$ cat src/rtl/core/assert_macros.svh
// ----------------------------------------------------------------------------
// Assertion macros
// Shared concurrent assertion forms for the timer control RTL.
// ----------------------------------------------------------------------------
`ifndef ASSERT_MACROS_SVH
`define ASSERT_MACROS_SVH

// Checked on every rising clock edge outside of reset.
`define ASSERT_CLK(label, prop, msg) \
    label: assert property (@(posedge i_clk) disable iff (!i_rst_n) prop) else $error(msg);

// Checked on every rising clock edge, reset included.
`define ASSERT_RST(label, prop, msg) \
    label: assert property (@(posedge i_clk) prop) else $error(msg);

`endif

$ cat src/rtl/core/ktsc_pkg.sv
// ----------------------------------------------------------------------------
// ktsc_pkg
// Types, constants and helper functions of the timer and stopwatch control.
// ----------------------------------------------------------------------------
package ktsc_pkg;

    localparam int unsigned TIME_BITS   = 24;
    localparam int unsigned KIND_W      = 3;
    localparam int unsigned VALUE_W     = 24;
    localparam int unsigned OUT_BITS    = 24;
    localparam int unsigned STEP_W      = 10;
    localparam int unsigned FMT_W       = TIME_BITS + 1;
    localparam int unsigned PROD_W      = 2 * TIME_BITS + 1;
    localparam int unsigned IN_TDATA_W  = 32;
    localparam int unsigned OUT_TDATA_W = 56;
    localparam int unsigned OUT_PAD_W   = OUT_TDATA_W - 2 * OUT_BITS - 2;

    localparam logic [TIME_BITS-1:0] TIME_MAX = '1;
    localparam logic [OUT_BITS-1:0]  OUT_MAX  = '1;

    localparam int unsigned LIM_STEP_15  = 60 * 2;
    localparam int unsigned LIM_STEP_30  = 60 * 5;
    localparam int unsigned LIM_STEP_60  = 60 * 30;
    localparam int unsigned LIM_STEP_300 = 60 * 60;

    localparam logic [STEP_W-1:0] STEP_15  = STEP_W'(15);
    localparam logic [STEP_W-1:0] STEP_30  = STEP_W'(30);
    localparam logic [STEP_W-1:0] STEP_60  = STEP_W'(60);
    localparam logic [STEP_W-1:0] STEP_300 = STEP_W'(60 * 5);
    localparam logic [STEP_W-1:0] STEP_600 = STEP_W'(60 * 10);
    localparam logic [STEP_W-1:0] STEP_ONE = STEP_W'(1);

    localparam int unsigned SEC_PER_MIN  = 60;
    localparam int unsigned SEC_PER_HOUR = 3600;
    localparam int unsigned DEC_SCALE    = 100;

    localparam int unsigned DIV60_SHIFT   = TIME_BITS + 6;
    localparam int unsigned DIV3600_SHIFT = TIME_BITS + 12;
    localparam logic [63:0] RECIP_60   = (64'd1 << DIV60_SHIFT) / 64'd60;
    localparam logic [63:0] RECIP_3600 = (64'd1 << DIV3600_SHIFT) / 64'd3600;

    typedef enum logic [KIND_W-1:0] {
        KIND_START     = 3'd0,
        KIND_STOP      = 3'd1,
        KIND_STEP_UP   = 3'd2,
        KIND_STEP_DOWN = 3'd3,
        KIND_TICK_DOWN = 3'd4,
        KIND_TICK_UP   = 3'd5,
        KIND_SET_PROG  = 3'd6
    } t_kind;

    typedef struct packed {
        logic [TIME_BITS-1:0] raw_time;
        logic [TIME_BITS-1:0] prog_time;
        logic                 running;
        logic                 stopwatch;
        logic                 fmt;
    } t_res;

    function automatic logic [STEP_W-1:0] step_size(input logic [TIME_BITS-1:0] t);
        logic [32:0] tw;
        tw = 33'(t);
        if (tw < 33'(LIM_STEP_15)) begin
            return STEP_15;
        end else if (tw < 33'(LIM_STEP_30)) begin
            return STEP_30;
        end else if (tw < 33'(LIM_STEP_60)) begin
            return STEP_60;
        end else if (tw < 33'(LIM_STEP_300)) begin
            return STEP_300;
        end
        return STEP_600;
    endfunction

    function automatic logic [TIME_BITS-1:0] sat_add(input logic [TIME_BITS-1:0] a,
                                                      input logic [STEP_W-1:0] b);
        logic [TIME_BITS:0] s;
        s = {1'b0, a} + (TIME_BITS + 1)'(b);
        return s[TIME_BITS] ? TIME_MAX : s[TIME_BITS-1:0];
    endfunction

    function automatic logic [TIME_BITS-1:0] floor_sub(input logic [TIME_BITS-1:0] a,
                                                        input logic [STEP_W-1:0] b);
        logic [TIME_BITS-1:0] bw;
        bw = TIME_BITS'(b);
        return (a > bw) ? a - bw : '0;
    endfunction

    function automatic logic [TIME_BITS-1:0] sat_value(input logic [VALUE_W-1:0] v);
        return (33'(v) > 33'(TIME_MAX)) ? TIME_MAX : TIME_BITS'(v);
    endfunction

    function automatic logic [OUT_BITS-1:0] clip_out(input logic [32:0] v);
        return (v > 33'(OUT_MAX)) ? OUT_MAX : OUT_BITS'(v);
    endfunction

endpackage

$ cat src/rtl/core/ktsc_state.sv
// ----------------------------------------------------------------------------
// ktsc_state
// Input register, timer state and result register of the event path.
// ----------------------------------------------------------------------------
`include "assert_macros.svh"

module ktsc_state (
    input  logic                           i_clk,
    input  logic                           i_rst_n,
    input  logic                           i_in_valid,
    output logic                           o_in_ready,
    input  logic [ktsc_pkg::KIND_W-1:0]    i_kind,
    input  logic [ktsc_pkg::VALUE_W-1:0]   i_value,
    input  logic                           i_formatted,
    output logic                           o_res_valid,
    input  logic                           i_res_ready,
    output ktsc_pkg::t_res                 o_res
);
    import ktsc_pkg::*;

    logic                 r_in_valid;
    logic [KIND_W-1:0]    r_in_kind;
    logic [VALUE_W-1:0]   r_in_value;
    logic                 r_in_fmt;

    logic [TIME_BITS-1:0] r_prog;
    logic [TIME_BITS-1:0] r_cur;
    logic                 r_counting;
    logic                 r_stopwatch;

    logic [TIME_BITS-1:0] n_prog;
    logic [TIME_BITS-1:0] n_cur;
    logic                 n_counting;
    logic                 n_stopwatch;

    logic                 r_res_valid;
    t_res                 r_res;
    t_res                 n_res;

    logic                 res_ready;
    logic                 move;
    logic [STEP_W-1:0]    step;

    assign res_ready  = !r_res_valid || i_res_ready;
    assign o_in_ready = !r_in_valid || res_ready;
    assign move       = r_in_valid && res_ready;
    assign step       = step_size(r_counting ? r_cur : r_prog);

    always_comb begin
        n_prog      = r_prog;
        n_cur       = r_cur;
        n_counting  = r_counting;
        n_stopwatch = r_stopwatch;
        unique case (r_in_kind)
            KIND_START: begin
                n_stopwatch = (r_prog == '0);
                n_counting  = 1'b1;
                n_cur       = r_prog;
            end
            KIND_STOP: begin
                n_counting = 1'b0;
            end
            KIND_STEP_UP: begin
                if (r_counting) begin
                    n_cur = sat_add(r_cur, step);
                end
                if (!r_counting || !r_stopwatch) begin
                    n_prog = sat_add(r_prog, step);
                end
            end
            KIND_STEP_DOWN: begin
                if (r_counting) begin
                    n_cur = floor_sub(r_cur, step);
                end
                if (!r_counting || !r_stopwatch) begin
                    n_prog = floor_sub(r_prog, step);
                end
            end
            KIND_TICK_DOWN: begin
                n_cur = floor_sub(r_cur, STEP_ONE);
            end
            KIND_TICK_UP: begin
                n_cur = sat_add(r_cur, STEP_ONE);
            end
            KIND_SET_PROG: begin
                n_prog = sat_value(r_in_value);
            end
            default: begin
            end
        endcase

        n_res.raw_time  = n_counting ? n_cur : n_prog;
        n_res.prog_time = n_prog;
        n_res.running   = n_counting;
        n_res.stopwatch = n_stopwatch;
        n_res.fmt       = r_in_fmt;
    end

    always_ff @(posedge i_clk) begin
        if (!i_rst_n) begin
            r_in_valid  <= 1'b0;
            r_res_valid <= 1'b0;
            r_prog      <= '0;
            r_cur       <= '0;
            r_counting  <= 1'b0;
            r_stopwatch <= 1'b0;
        end else begin
            if (o_in_ready) begin
                r_in_valid <= i_in_valid;
            end
            if (res_ready) begin
                r_res_valid <= r_in_valid;
            end
            if (move) begin
                r_prog      <= n_prog;
                r_cur       <= n_cur;
                r_counting  <= n_counting;
                r_stopwatch <= n_stopwatch;
            end
        end
    end

    always_ff @(posedge i_clk) begin
        if (o_in_ready && i_in_valid) begin
            r_in_kind  <= i_kind;
            r_in_value <= i_value;
            r_in_fmt   <= i_formatted;
        end
        if (move) begin
            r_res <= n_res;
        end
    end

    assign o_res_valid = r_res_valid;
    assign o_res       = r_res;

    `ASSERT_CLK(a_start_runs, (move && r_in_kind == KIND_START) |=> r_counting,
        "Timer is not counting after a start event.")
    `ASSERT_CLK(a_state_holds, !move |=> $stable(r_prog) && $stable(r_cur),
        "Timer state changed without an event transfer.")
    `ASSERT_RST(a_reset_clear, !i_rst_n |=> !r_res_valid && !r_in_valid && !r_counting,
        "Control state is not clear after reset.")

endmodule

$ cat config.mk
export PLATFORM = sky130hd
export DESIGN_NAME = ktsc_state
export DESIGN_NICKNAME = d
export VERILOG_FILES = /design/src/rtl/core/ktsc_pkg.sv /design/src/rtl/core/ktsc_state.sv
export VERILOG_INCLUDE_DIRS = /design/src /design/src/rtl/core
export SDC_FILE = /design/constraint.sdc
export NUM_CORES = 1
export LEC_CHECK = 0
export ABC_AREA = 1
export BUFFER_PORTS_ARGS = -buffer_cell sky130_fd_sc_hd__buf_4
export CORE_MARGIN = 10
export CORE_UTILIZATION = 30
export CTS_CLUSTER_SIZE = 10
export DETAILED_ROUTE_END_ITERATION = 7
export SLEW_MARGIN = 20
export SYNTH_ARGS = -nofsm -noshare
export SYNTH_HDL_FRONTEND = slang
export SYNTH_SLANG_ARGS = --single-unit
$ cat constraint.sdc
create_clock -name i_clk -period 4.2 [get_ports i_clk]
set_clock_uncertainty 0.2 [all_clocks]
set_input_delay 0.21 -clock i_clk [delete_from_list [all_inputs] [get_ports i_clk]]
set_output_delay 0.21 -clock i_clk [all_outputs]
set_load 0.05 [all_outputs]
==> impl_metrics.env, run 1 <==
export IMPL_critical_path_max_stage_delay_ns=0.40
export IMPL_synth_async_reset_ratio_pct=0
export IMPL_count_of_input_and_output_buffers=84
export IMPL_worst_setup_path_end_kind="flop"
export IMPL_timing_critical_path_required_ns=4.20
export IMPL_cap_viol_max_count=0
export IMPL_synth_compound_gate_area_share_pct=11.19
export IMPL_synthXorXnorAreaFrac_pct=4.120
export IMPL_yosys_area_share_adder_pct=4.201
export IMPL_drc_errors=0
export IMPL_fillCellCount=4333
export IMPL_starting_density_pct=30.27
export IMPL_detail_route_vias_per_cell=5.290
export IMPL_number_of_enable_flip_flop_cells_after_synthesis=79
export IMPL_aggregate_negative_setup_slack_ns=0
export IMPL_syn_area_per_cell_um2=6.129
export IMPL_min_path_type="input port to flop"
export IMPL_ys_top_cells_by_count="nand2_1 (588), nor2_1 (251), inv_1 (222)"
export IMPL_synth_simple_gate_area_share_pct=41.84
export IMPL_place_detailed_hpwl_um=46230
export IMPL_synth_largest_area_cell="edfxtp_1"
export IMPL_die_x_um=222.7
export IMPL_globalRouteOverflowTotal=0
export IMPL_drt_pre_antenna_iters=6
export IMPL_drt_first_iter_violations=1549
export IMPL_design_die_area_mm2=0.04961
export IMPL_post_synth_instance_area_mm2=0.01233
export IMPL_max_slew_worst_pin_slew_ns=0.9552
export IMPL_postSynthCellCount=2012
export IMPL_period_share_pct=98.28
export IMPL_routabilityCongestion=1.027
export IMPL_cts_reportedPaths_clkPinSlew_ns=0.07
export IMPL_combinational_family_with_the_most_area_after_synthesis="simple AND/OR/NAND/NOR gates"
export IMPL_coreArea_mm2=0.04074
export IMPL_clk_sinks=131
export IMPL_first_global_vias=14260
export IMPL_final_layout_size_suffix_gt1_share_pct=25.69
export IMPL_io_pins=85
export IMPL_grt_start_max_net_pins=51
export IMPL_root_buffer="clkbuf_16"
export IMPL_synth_seq_cells=131
export IMPL_synthMostInstantiatedCell="nand2_1"
export IMPL_num_nets_final=2382
export IMPL_synthMuxAreaShare_pct=0
export IMPL_syn_num_nets=2083
export IMPL_vdd_ir_drop_worst_uv=302.0
export IMPL_sequential_cell_area_mm2=0.003422
export IMPL_finalWorstPathRequiredPeriod_ns=4.128
export IMPL_antenna_found_initial=1
export IMPL_yosys_warnings=0
export IMPL_vias=15110
export IMPL_power_per_cell_area_mw_per_mm2=347.0
export IMPL_finalMaxSlewViolations=0
export IMPL_syn_to_final_growth_pct=36.53
export IMPL_crit_path_start_kind="flop"
export IMPL_timing_critical_path_slowest_stage_cell="nor4_4"
export IMPL_cts_tree="done"
export IMPL_netlist_top_cells_area="edfxtp_1 (19%), nand2_1 (18%), nand3_1 (8.5%)"
export IMPL_worstSetupPathType="flop to flop"
export IMPL_number_of_library_cell_types_mapped_by_synthesis=52
export IMPL_timing_final_setup_violations=0
export IMPL_placementRows=74
export IMPL_critPathArrivalTime_ns=4.13
export IMPL_detail_route_antenna_nets=0
export IMPL_run_status="finished, final reports clean"
export IMPL_critical_path_max_fanout=5
export IMPL_timing_fmax_ghz=0.2423
export IMPL_antennaDiodeCount=0
export IMPL_slew_headroom_pct=36.25
export IMPL_floorplan_die_height_um=222.7
export IMPL_insertion_delay_to_the_later_sink_of_the_worst_skew_pair_ns=0.46
export IMPL_cp_common_cell="nand2_2"
export IMPL_combined_global_route_utilization_of_all_metal_layers_pct=22.96
export IMPL_hold_viol_final=0
export IMPL_seq_area_frac_synth_pct=27.68
export IMPL_finalWorstSetupSlack_ns=0.07226
export IMPL_synth_top_cell_area_share_pct=19.24
export IMPL_grt_setup_unrepaired="yes"
export IMPL_area_occupied_by_multi_input_gates_mm2=0.008293
export IMPL_cts_made_buffers=17
export IMPL_route_detailed_wl_per_inst_um=21.07
export IMPL_grt_first_pass_wirelength_um=87430
export IMPL_dp_slack_ns=-0.1860
export IMPL_cts_max_path_buffers=2
export IMPL_ys_flop_type="edfxtp_1"
export IMPL_power_leakage_nw=8.059
export IMPL_detail_route_wirelength_um=60170
export IMPL_htree_num_levels=4
-- state kept, by name, indices dropped and copies added (netlist names), 3 cells and up --
register    flops
o_res          51
r_cur          24
r_in_kind       3
r_in_value     24
r_prog         24
-- worst max-delay path, delay by kind of cell (launching register included) --
| kind | cells | cell delay [ns] |
|---|---|---|
| AOI/OAI and AO/OA | 1 | 0.15 |
| and+or+nand+nor | 21 | 2.29 |
| DFF | 1 | 0.32 |
| buffers and inverters | 4 | 0.39 |
| adders and majority gates | 2 | 0.51 |
-- cell usage in the layout (no fill, tap or decap), drive strengths merged, types with 6 or more instances in the layout --
cell type and instances:
nor4 6, dfxtp 52, dlygate4sd3 32, xor2 54, o21ai 141, nor3 39
o22ai 8, edfxtp 79, clkinv 7, nand3 215, nor2 263, nand3b 10
buf 331, nand2 598, nand4 58, a21oi 85, inv 246, ha 35
clkbuf 23
-- area by class of cell --
class	count	share of cell area [%]
clock buffers	22	2.757
clock inverters	10	0.9290
inverters	250	5.723
multi-input cells	1547	49.26
flip-flops and latches	131	20.33
well taps	532	3.954
repair buffers	364	17.05
-- power breakdown --
group          switching [W]  leakage (nW)  total, W  internal (W)
Clock               0.000623         0.294   0.00164       0.00102
Combinational        0.00168          6.57   0.00267      0.000986
Sequential         0.0000555          1.19   0.00153       0.00148
Total                0.00236          8.06   0.00584       0.00348
-- metrics by stage --
step                cell area [um2]  instances  power (W)  hold slack, ns  util, %
floorplan                     12330       2012   0.002898          0.1089        -
global placement              14990       2776   0.003902          0.1883    36.78
detailed placement            14990       2776   0.003905          0.1895    36.78
CTS                           15960       2840   0.005593        0.007760    39.19
global route                  16830       2856   0.006115         0.05494    41.32
finish                        16830       2856   0.005842         0.02829    41.32
-- path summary, 6_finish.rpt --
path | start | endpoint | slack, ns | cells past startpoint
min | i_rst_n | r_cur[18] | 0.03 | 3
max reg2reg | r_cur[20] | o_res[32] | 0.07 | 28
min reg2reg | r_in_fmt | o_res[0] | 0.22 | 0
max | r_cur[20] | o_res[32] | 0.07 | 28
-- per-layer routing --
metal,share of wire [%],GRT usage [%]
met4,3.8,9.547
met2,47,37.94
met5,0.022,0
met3,7.3,3.873
met1,42,28.94
-- kinds of logic (layout without fill, tap and decap cells) --
| kind of cell | Yosys count | in the layout |
|---|---|---|
| simple gates | 1194 | 1195 |
| buf+inv | 335 | 646 |
| compound gates | 255 | 255 |
| flops | 131 | 131 |
| xor+xnor | 58 | 58 |
| fa+ha+maj | 39 | 39 |
-- what timing repair did --
| item | in CTS | in global routing |
|---|---|---|
| setup endpoints to repair | 32 | 94 |
| buffers inserted | 0 | 15 |
| hold endpoints to repair | 30 | 0 |
| pin swaps | 0 | 68 |
| gates cloned | 0 | 1 |
| gates resized for setup | 13 | 225 |
| hold buffers | 32 | 0 |
Power figures use the tool's default switching activity.
==> run 2: changes to the inputs <==
--- a/config.mk
+++ b/config.mk
@@ -6,12 +6,12 @@
 export SDC_FILE = /design/constraint.sdc
 export NUM_CORES = 1
 export LEC_CHECK = 0
-export ABC_AREA = 1
 export BUFFER_PORTS_ARGS = -buffer_cell sky130_fd_sc_hd__buf_4
 export CORE_MARGIN = 10
 export CORE_UTILIZATION = 30
 export CTS_CLUSTER_SIZE = 10
 export DETAILED_ROUTE_END_ITERATION = 7
+export MAX_ROUTING_LAYER = met4
 export SLEW_MARGIN = 20
 export SYNTH_ARGS = -nofsm -noshare
 export SYNTH_HDL_FRONTEND = slang
==> run 2 against run 1 <==
Effect of this change: the flow now finishes with violations (negative setup slack); routed wire length fell by 1.5%; worst hold slack improved by 0.033 ns; final area rose by 6.6%; non-clock buffer count rose by 140; sequential power barely moved; combinational power barely moved; global-route usage rose by 2.3 points; clock power fell by 9.8%; first-iteration DRC count fell by 5.5%; worst setup slack got worse by 1.3 ns; sequential share of layout area fell by 1.3 points; critical endpoint is now o_res[45]; largest cell class unchanged.
==> impl_metrics.env, run 2 <==
export IMPL_number_of_enable_flip_flop_cells_after_synthesis=79
export IMPL_timing_critical_path_required_ns=4.18
export IMPL_crit_path_start_kind="flop"
export IMPL_total_switching_power_w=0.002205
export IMPL_cts_reportedPaths_clkPinSlew_ns=0.07
export IMPL_critical_path_max_fanout=7
export IMPL_num_nets_final=1902
export IMPL_grt_setup_unrepaired="yes"
export IMPL_drt_pre_antenna_iters=6
export IMPL_layout_common_cells="buf_4 (418), nor2_1 (111), nand2_1 (102)"
export IMPL_cp_buffers_inverters=5
export IMPL_max_slew_worst_pin_slew_ns=1.040
export IMPL_timing_critical_path_cells="or4_4 > or4_4 > or4_4 > o21ai_4 > nand3_2 > or4_4 > nand2_4 > inv_4 > ha_4 > and4b_2 > buf_4 > nand3b_1 > buf_4 > a211oi_4 > buf_12 > nor2_4 > a211o_1 > a221oi_2 > buf_4 > o2bb2ai_1"
export IMPL_violated_checks="negative setup slack"
export IMPL_cts_tree="done"
export IMPL_post_synth_instance_area_mm2=0.01130
export IMPL_timing_critical_path_max_delay_family="simple AND/OR/NAND/NOR gates"
export IMPL_critical_path_reg2reg_endpoint="o_res[45]"
export IMPL_slew_headroom_pct=30.41
export IMPL_power_per_cell_area_mw_per_mm2=315.6
export IMPL_detail_route_vias_per_cell=5.975
export IMPL_coreArea_mm2=0.03740
export IMPL_netlist_top_cells_area="edfxtp_1 (21%), dfxtp_1 (9.2%), a21oi_1 (5.1%)"
export IMPL_period_share_pct=129.4
export IMPL_htree_num_levels=4
export IMPL_fillCellCount=3561
export IMPL_min_path_type="input port to flop"
export IMPL_worst_setup_path_end_kind="flop"
export IMPL_antenna_found_initial=1
export IMPL_globalRouteOverflowTotal=0
export IMPL_critical_path_max_stage_delay_ns=0.55
export IMPL_synth_top_cell_area_share_pct=21.00
export IMPL_root_buffer="clkbuf_16"
export IMPL_hold_depth=2
export IMPL_timing_critical_path_slowest_stage_cell="or4_4"
export IMPL_drc_errors=0
export IMPL_grt_start_max_net_pins=42
export IMPL_final_core_utilization_pct=47.99
export IMPL_cap_viol_max_count=0
export IMPL_postPlaceCellArea_mm2=0.01503
export IMPL_ys_flop_type="edfxtp_1"
export IMPL_cellInternalPower_w=0.003460
export IMPL_io_pins=85
export IMPL_insertion_delay_to_the_later_sink_of_the_worst_skew_pair_ns=0.45
export IMPL_route_detailed_wl_per_inst_um=25.16
export IMPL_dp_cells=2252
export IMPL_place_detailed_hpwl_um=44110
export IMPL_postSynthCellCount=1432
export IMPL_power_frac_seq_pct=26.7
export IMPL_layout_cells_non_filler=2355
export IMPL_layout_commonest_cell="buf_4"
export IMPL_final_design_area_no_fill_mm2=0.01795
export IMPL_run_status="finished with violations"
export IMPL_power_share_of_the_combinational_group_pct=47.1
export IMPL_ys_top_cells_by_count="nor2_1 (126), a21oi_1 (116), nand2_1 (113)"
export IMPL_switching_share_pct=38.92
export IMPL_detail_route_antenna_nets=0
export IMPL_vias=14070
export IMPL_routabilityCongestion=0.9969
export IMPL_antennaDiodeCount=0
export IMPL_finalWorstSetupSlack_ns=-1.233
export IMPL_final_layout_size_suffix_gt1_share_pct=42.79
export IMPL_dp_slack_ns=-1.444
export IMPL_r2r_start="r_prog[12]"
export IMPL_yosys_warnings=0
export IMPL_hold_viol_final=0
export IMPL_grt_first_pass_wirelength_um=87940
export IMPL_starting_density_pct=30.21
export IMPL_timing_final_setup_violations=96
export IMPL_count_of_input_and_output_buffers=84
export IMPL_combined_global_route_utilization_of_all_metal_layers_pct=25.29
export IMPL_timing_fmax_ghz=0.1841
export IMPL_fin_worst_hold_slack_ns=0.06124
export IMPL_synthMostInstantiatedCell="nor2_1"
export IMPL_placementRows=71
export IMPL_syn_area_per_cell_um2=7.890
export IMPL_detail_route_wirelength_um=59250
export IMPL_finalMaxSlewViolations=0
export IMPL_timing_reg2reg_setup_slack_ns=-1.23
export IMPL_cts_made_buffers=17
export IMPL_synth_async_reset_ratio_pct=0
export IMPL_synth_seq_cells=131
export IMPL_vdd_ir_drop_worst_uv=275.1
export IMPL_drt_first_iter_violations=1464
export IMPL_syn_num_nets=1503
export IMPL_floorplan_die_height_um=214.1
export IMPL_seq_area_frac_synth_pct=30.21
export IMPL_cts_max_path_buffers=2
export IMPL_worstSetupPathType="flop to flop"
export IMPL_clk_sinks=131
export IMPL_cp_common_cell="or4_4"
export IMPL_clock_group_share_of_total_power_pct=26.2
export IMPL_design_die_area_mm2=0.04582
export IMPL_largest_register_ffs=51
export IMPL_worst_r2r_cell_count=20
export IMPL_worstHoldStart="i_rst_n"
export IMPL_first_global_vias=13960
export IMPL_number_of_library_cell_types_mapped_by_synthesis=88
export IMPL_power_leakage_nw=7.079
export IMPL_die_x_um=214.1
export IMPL_syn_to_final_growth_pct=58.86
export IMPL_hold_path_end="r_cur[18]"
export IMPL_synth_largest_area_cell="edfxtp_1"
export IMPL_finalWorstPathRequiredPeriod_ns=5.433
export IMPL_critPathArrivalTime_ns=5.42
## run 2: cell count changes in the layout (fill, tap and decap cells not counted), moves of 55 or more
| cell | change |
|---|---|
| nand3_1 | -147 |
| nand2_2 | -55 |
| buf_4 | +100 |
| inv_1 | -168 |
| nor2_1 | -121 |
| nand2_1 | -424 |
## run 2: how the worst max path moves through the flow
stage / startpoint / end / slack [ns] / cells after the start
global route: r_prog[12] / o_res[45] / -1.33 / 20
detailed placement: r_prog[12] / o_res[49] / -1.44 / 20
global placement: r_prog[12] / o_res[44] / -1.42 / 18
floorplan: r_prog[15] / o_res[37] / -0.89 / 20
finish: r_prog[12] / o_res[45] / -1.23 / 20
CTS: r_prog[12] / o_res[38] / -1.14 / 18
## run 2: kinds of logic after synthesis
| group | synth area share, % |
|---|---|
| AOI/OAI and AO/OA | 31.52 |
| xor gates and xnor gates | 2.170 |
| DFF | 30.21 |
| adders and majority gates | 4.585 |
| buffers and inverters | 6.080 |
| and+or+nand+nor | 23.31 |
| muxes | 2.126 |
## run 2: layout make-up
type	instances	area, um2	area share (%)
well taps	511	639.4	3.562
clock buffers	19	432.9	2.412
multi-input cells	1127	8984	50.05
flip-flops and latches	131	3415	19.02
clock inverters	13	130.1	0.7250
inverters	50	197.7	1.101
repair buffers	504	4150	23.12
## run 2: routing by layer
layer,GRT usage [%],wire length [um]
met1,33.00,25960
met2,38.74,26420
met3,3.907,4466
met4,9.619,2400
met5,-,0
## run 2: timing repair
item | 4_1_cts | 5_1_grt
setup endpoints to repair | 96 | 96
hold endpoints to repair | 30 | 0
resized for setup | 244 | 107
setup buffers | 31 | 21
hold buffers | 31 | 0
pin swaps | 100 | 83
## run 2: per-stage QoR
step | setup TNS [ns] | power [W]
after CTS | -91.58 | 0.005453
after detailed placement | -107.00 | 0.003649
after global routing | -110.37 | 0.005875
after floorplan | -62.84 | 0.002647
final | -99.64 | 0.005665
after global placement | -104.15 | 0.003654
## run 2: power groups by stage
stage | registers [W] | clock network, W | logic (W)
2_1_floorplan | 0.00164 | 0 | 0.00101
3_3_place_gp | 0.00153 | 0 | 0.00212
3_5_place_dp | 0.00153 | 0 | 0.00212
4_1_cts | 0.00151 | 0.00149 | 0.00246
5_1_grt | 0.00152 | 0.00155 | 0.00281
6_report | 0.00151 | 0.00148 | 0.00267
==> run 3: changes to the inputs <==
--- a/config.mk
+++ b/config.mk
@@ -12,6 +12,7 @@
 export CTS_CLUSTER_SIZE = 10
 export DETAILED_ROUTE_END_ITERATION = 7
 export MAX_ROUTING_LAYER = met4
+export RECOVER_POWER = 25
 export SLEW_MARGIN = 20
 export SYNTH_ARGS = -nofsm -noshare
 export SYNTH_HDL_FRONTEND = slang
==> run 3 against run 2 <==
Effect of this change: the flow finishes with violations (max-capacitance violations, max-slew violations, negative setup slack); combinational power about the same; flip-flop and latch count unchanged; global-route usage unchanged; non-clock buffer count unchanged; sequential power about the same; final area down 0.25%; total power down 0.13%; worst hold slack better by 0.17 ns; critical endpoint unchanged; fmax down 0.12%; via count up 0.30%.
==> impl_metrics.env, run 3 (synthesized netlist as in run 2, its figures left out) <==
export IMPL_globalRouteMet1Util_pct=33.00
export IMPL_power_per_cell_area_mw_per_mm2=316.0
export IMPL_combined_global_route_utilization_of_all_metal_layers_pct=25.29
export IMPL_vias=14110
export IMPL_crit_path_start_kind="flop"
export IMPL_run_status="finished with violations"
export IMPL_grt_busiest_layer="met2"
export IMPL_worstHoldStart="r_in_fmt"
export IMPL_critical_path_max_fanout=7
export IMPL_final_core_utilization_pct=47.87
export IMPL_worstSetupPathType="flop to flop"
export IMPL_starting_density_pct=30.21
export IMPL_die_x_um=214.1
export IMPL_grt_use_met3_pct=3.907
export IMPL_violated_checks="max-capacitance violations, max-slew violations, negative setup slack"
export IMPL_dp_cells=2252
export IMPL_floorplan_die_height_um=214.1
export IMPL_vdd_ir_drop_worst_uv=273.9
export IMPL_clk_sinks=131
export IMPL_finalWorstSetupSlack_ns=-1.240
export IMPL_first_global_vias=13960
export IMPL_grt_util_met2_pct=38.74
export IMPL_power_frac_seq_pct=26.7
export IMPL_min_path_type="flop to flop"
export IMPL_slew_headroom_pct=-39.19
export IMPL_cts_tree="done"
export IMPL_htree_num_levels=4
export IMPL_cts_max_path_buffers=2
export IMPL_placementRows=71
export IMPL_power_leakage_nw=7.029
export IMPL_coreArea_mm2=0.03740
export IMPL_timing_critical_path_from="r_prog[12]"
export IMPL_critPathArrivalTime_ns=5.42
export IMPL_insertion_delay_to_the_later_sink_of_the_worst_skew_pair_ns=0.45
export IMPL_total_switching_power_w=0.002205
export IMPL_fin_worst_hold_slack_ns=0.2323
export IMPL_grt_setup_unrepaired="yes"
export IMPL_timing_critical_path_required_ns=4.18
export IMPL_drt_first_iter_violations=1491
export IMPL_cts_made_buffers=17
export IMPL_finalMaxSlewViolations=42
export IMPL_grt_first_pass_wirelength_um=87940
export IMPL_final_layout_size_suffix_gt1_share_pct=42.14
export IMPL_period_share_pct=129.5
export IMPL_antennaDiodeCount=0
export IMPL_detail_route_vias_per_cell=5.992
export IMPL_clock_group_share_of_total_power_pct=26.2
export IMPL_worst_setup_path_end_kind="flop"
export IMPL_max_slew_worst_pin_slew_ns=2.088
export IMPL_layout_cells_non_filler=2355
export IMPL_cap_viol_max_count=1
export IMPL_drc_errors=0
export IMPL_largest_register_ffs=51
export IMPL_power_share_of_the_combinational_group_pct=47.0
export IMPL_cts_reportedPaths_clkPinSlew_ns=0.07
export IMPL_route_detailed_wl_per_inst_um=25.13
export IMPL_finalWorstPathRequiredPeriod_ns=5.440
export IMPL_detail_route_wirelength_um=59180
export IMPL_layout_commonest_cell="buf_4"
export IMPL_place_detailed_hpwl_um=44110
export IMPL_drt_pre_antenna_iters=5
export IMPL_detail_route_antenna_nets=0
export IMPL_num_nets_final=1902
export IMPL_root_buffer="clkbuf_16"
export IMPL_antenna_found_initial=1
export IMPL_grt_start_max_net_pins=42
export IMPL_design_die_area_mm2=0.04582
export IMPL_r2r_start="r_prog[12]"
export IMPL_timing_final_setup_violations=96
export IMPL_cellInternalPower_w=0.003453
export IMPL_post_layout_total_power_w=0.005658
export IMPL_switching_share_pct=38.96
export IMPL_timing_fmax_ghz=0.1838
export IMPL_io_pins=85
export IMPL_syn_to_final_growth_pct=58.46
export IMPL_count_of_input_and_output_buffers=84
export IMPL_routabilityCongestion=0.9969
export IMPL_hold_viol_final=0
export IMPL_layout_common_cells="buf_4 (378), nor2_1 (111), nand2_1 (102)"
export IMPL_globalRouteOverflowTotal=0
[run 3: changes by cell type in the layout (fill, tap and decap cells not counted)]
cell and delta:
clkbuf_1 +12, clkbuf_4 +28, buf_4 -40
[run 3: worst paths after layout]
check | endpoint | depth (start not counted) | slack, ns
max | o_res[45] | 20 | -1.24
min | o_res[0] | 0 | 0.23
max reg2reg | o_res[45] | 20 | -1.24
min reg2reg | o_res[0] | 0 | 0.23
[run 3: metal layers]
| layer | vias to the layer above | wire length (um) |
|---|---|---|
| met5 | - | 0 |
| met4 | 0 | 2514 |
| met3 | 167 | 4377 |
| met2 | 790 | 26170 |
| met1 | 6838 | 26120 |
| li1 | 6317 | - |
[run 3: cell type report]
type,instances,area [um2]
clock buffer,19,432.9
clock inverter,13,130.1
fill,3567,19500
inverter,50,197.7
multi-input combinational,1127,8984
sequential,131,3415
tap,511,639.4
timing repair buffer,504,4105
[run 3: worst max-delay path, stage by stage (launching register included)]
cell and delay (ns):
dfxtp_2 0.32, or4_4 0.53, or4_4 0.43, or4_4 0.46, o21ai_4 0.19, nand3_2 0.12, or4_4 0.55, nand2_4 0.11
inv_4 0.04, ha_4 0.22, and4b_2 0.32, buf_4 0.11, nand3b_1 0.12, buf_4 0.18, a211oi_4 0.26, buf_12 0.18
nor2_4 0.05, a211o_1 0.31, a221oi_2 0.22, buf_4 0.18, o2bb2ai_1 0.06
[run 3: power groups by stage]
stage                     clock network (W)  logic (W)  registers (W)
after floorplan                           0    0.00101        0.00164
after global placement                    0    0.00212        0.00153
after detailed placement                  0    0.00212        0.00153
after CTS                           0.00149    0.00246        0.00151
after global routing                0.00155    0.00280        0.00152
final                               0.00149    0.00266        0.00151
[run 3: stage by stage]
step                      TNS (ns)  setup WS (ns)  instance area (um2)
final                       -99.47         -1.240                17900
after global routing       -110.59         -1.327                17900
after CTS                   -91.58         -1.138                17340
after detailed placement   -107.00         -1.444                15030
after global placement     -104.15         -1.420                15030
after floorplan             -62.84        -0.8867                11580
[run 3: repair_timing]
| item | in CTS | in global routing |
|---|---|---|
| pin swaps | 100 | 83 |
| cloned | 0 | 0 |
| hold buffers | 31 | 0 |
| gates resized for setup | 244 | 107 |
| endpoints found under the hold margin | 30 | 0 |
| buffers inserted | 31 | 21 |
| setup endpoints to repair | 96 | 96 |
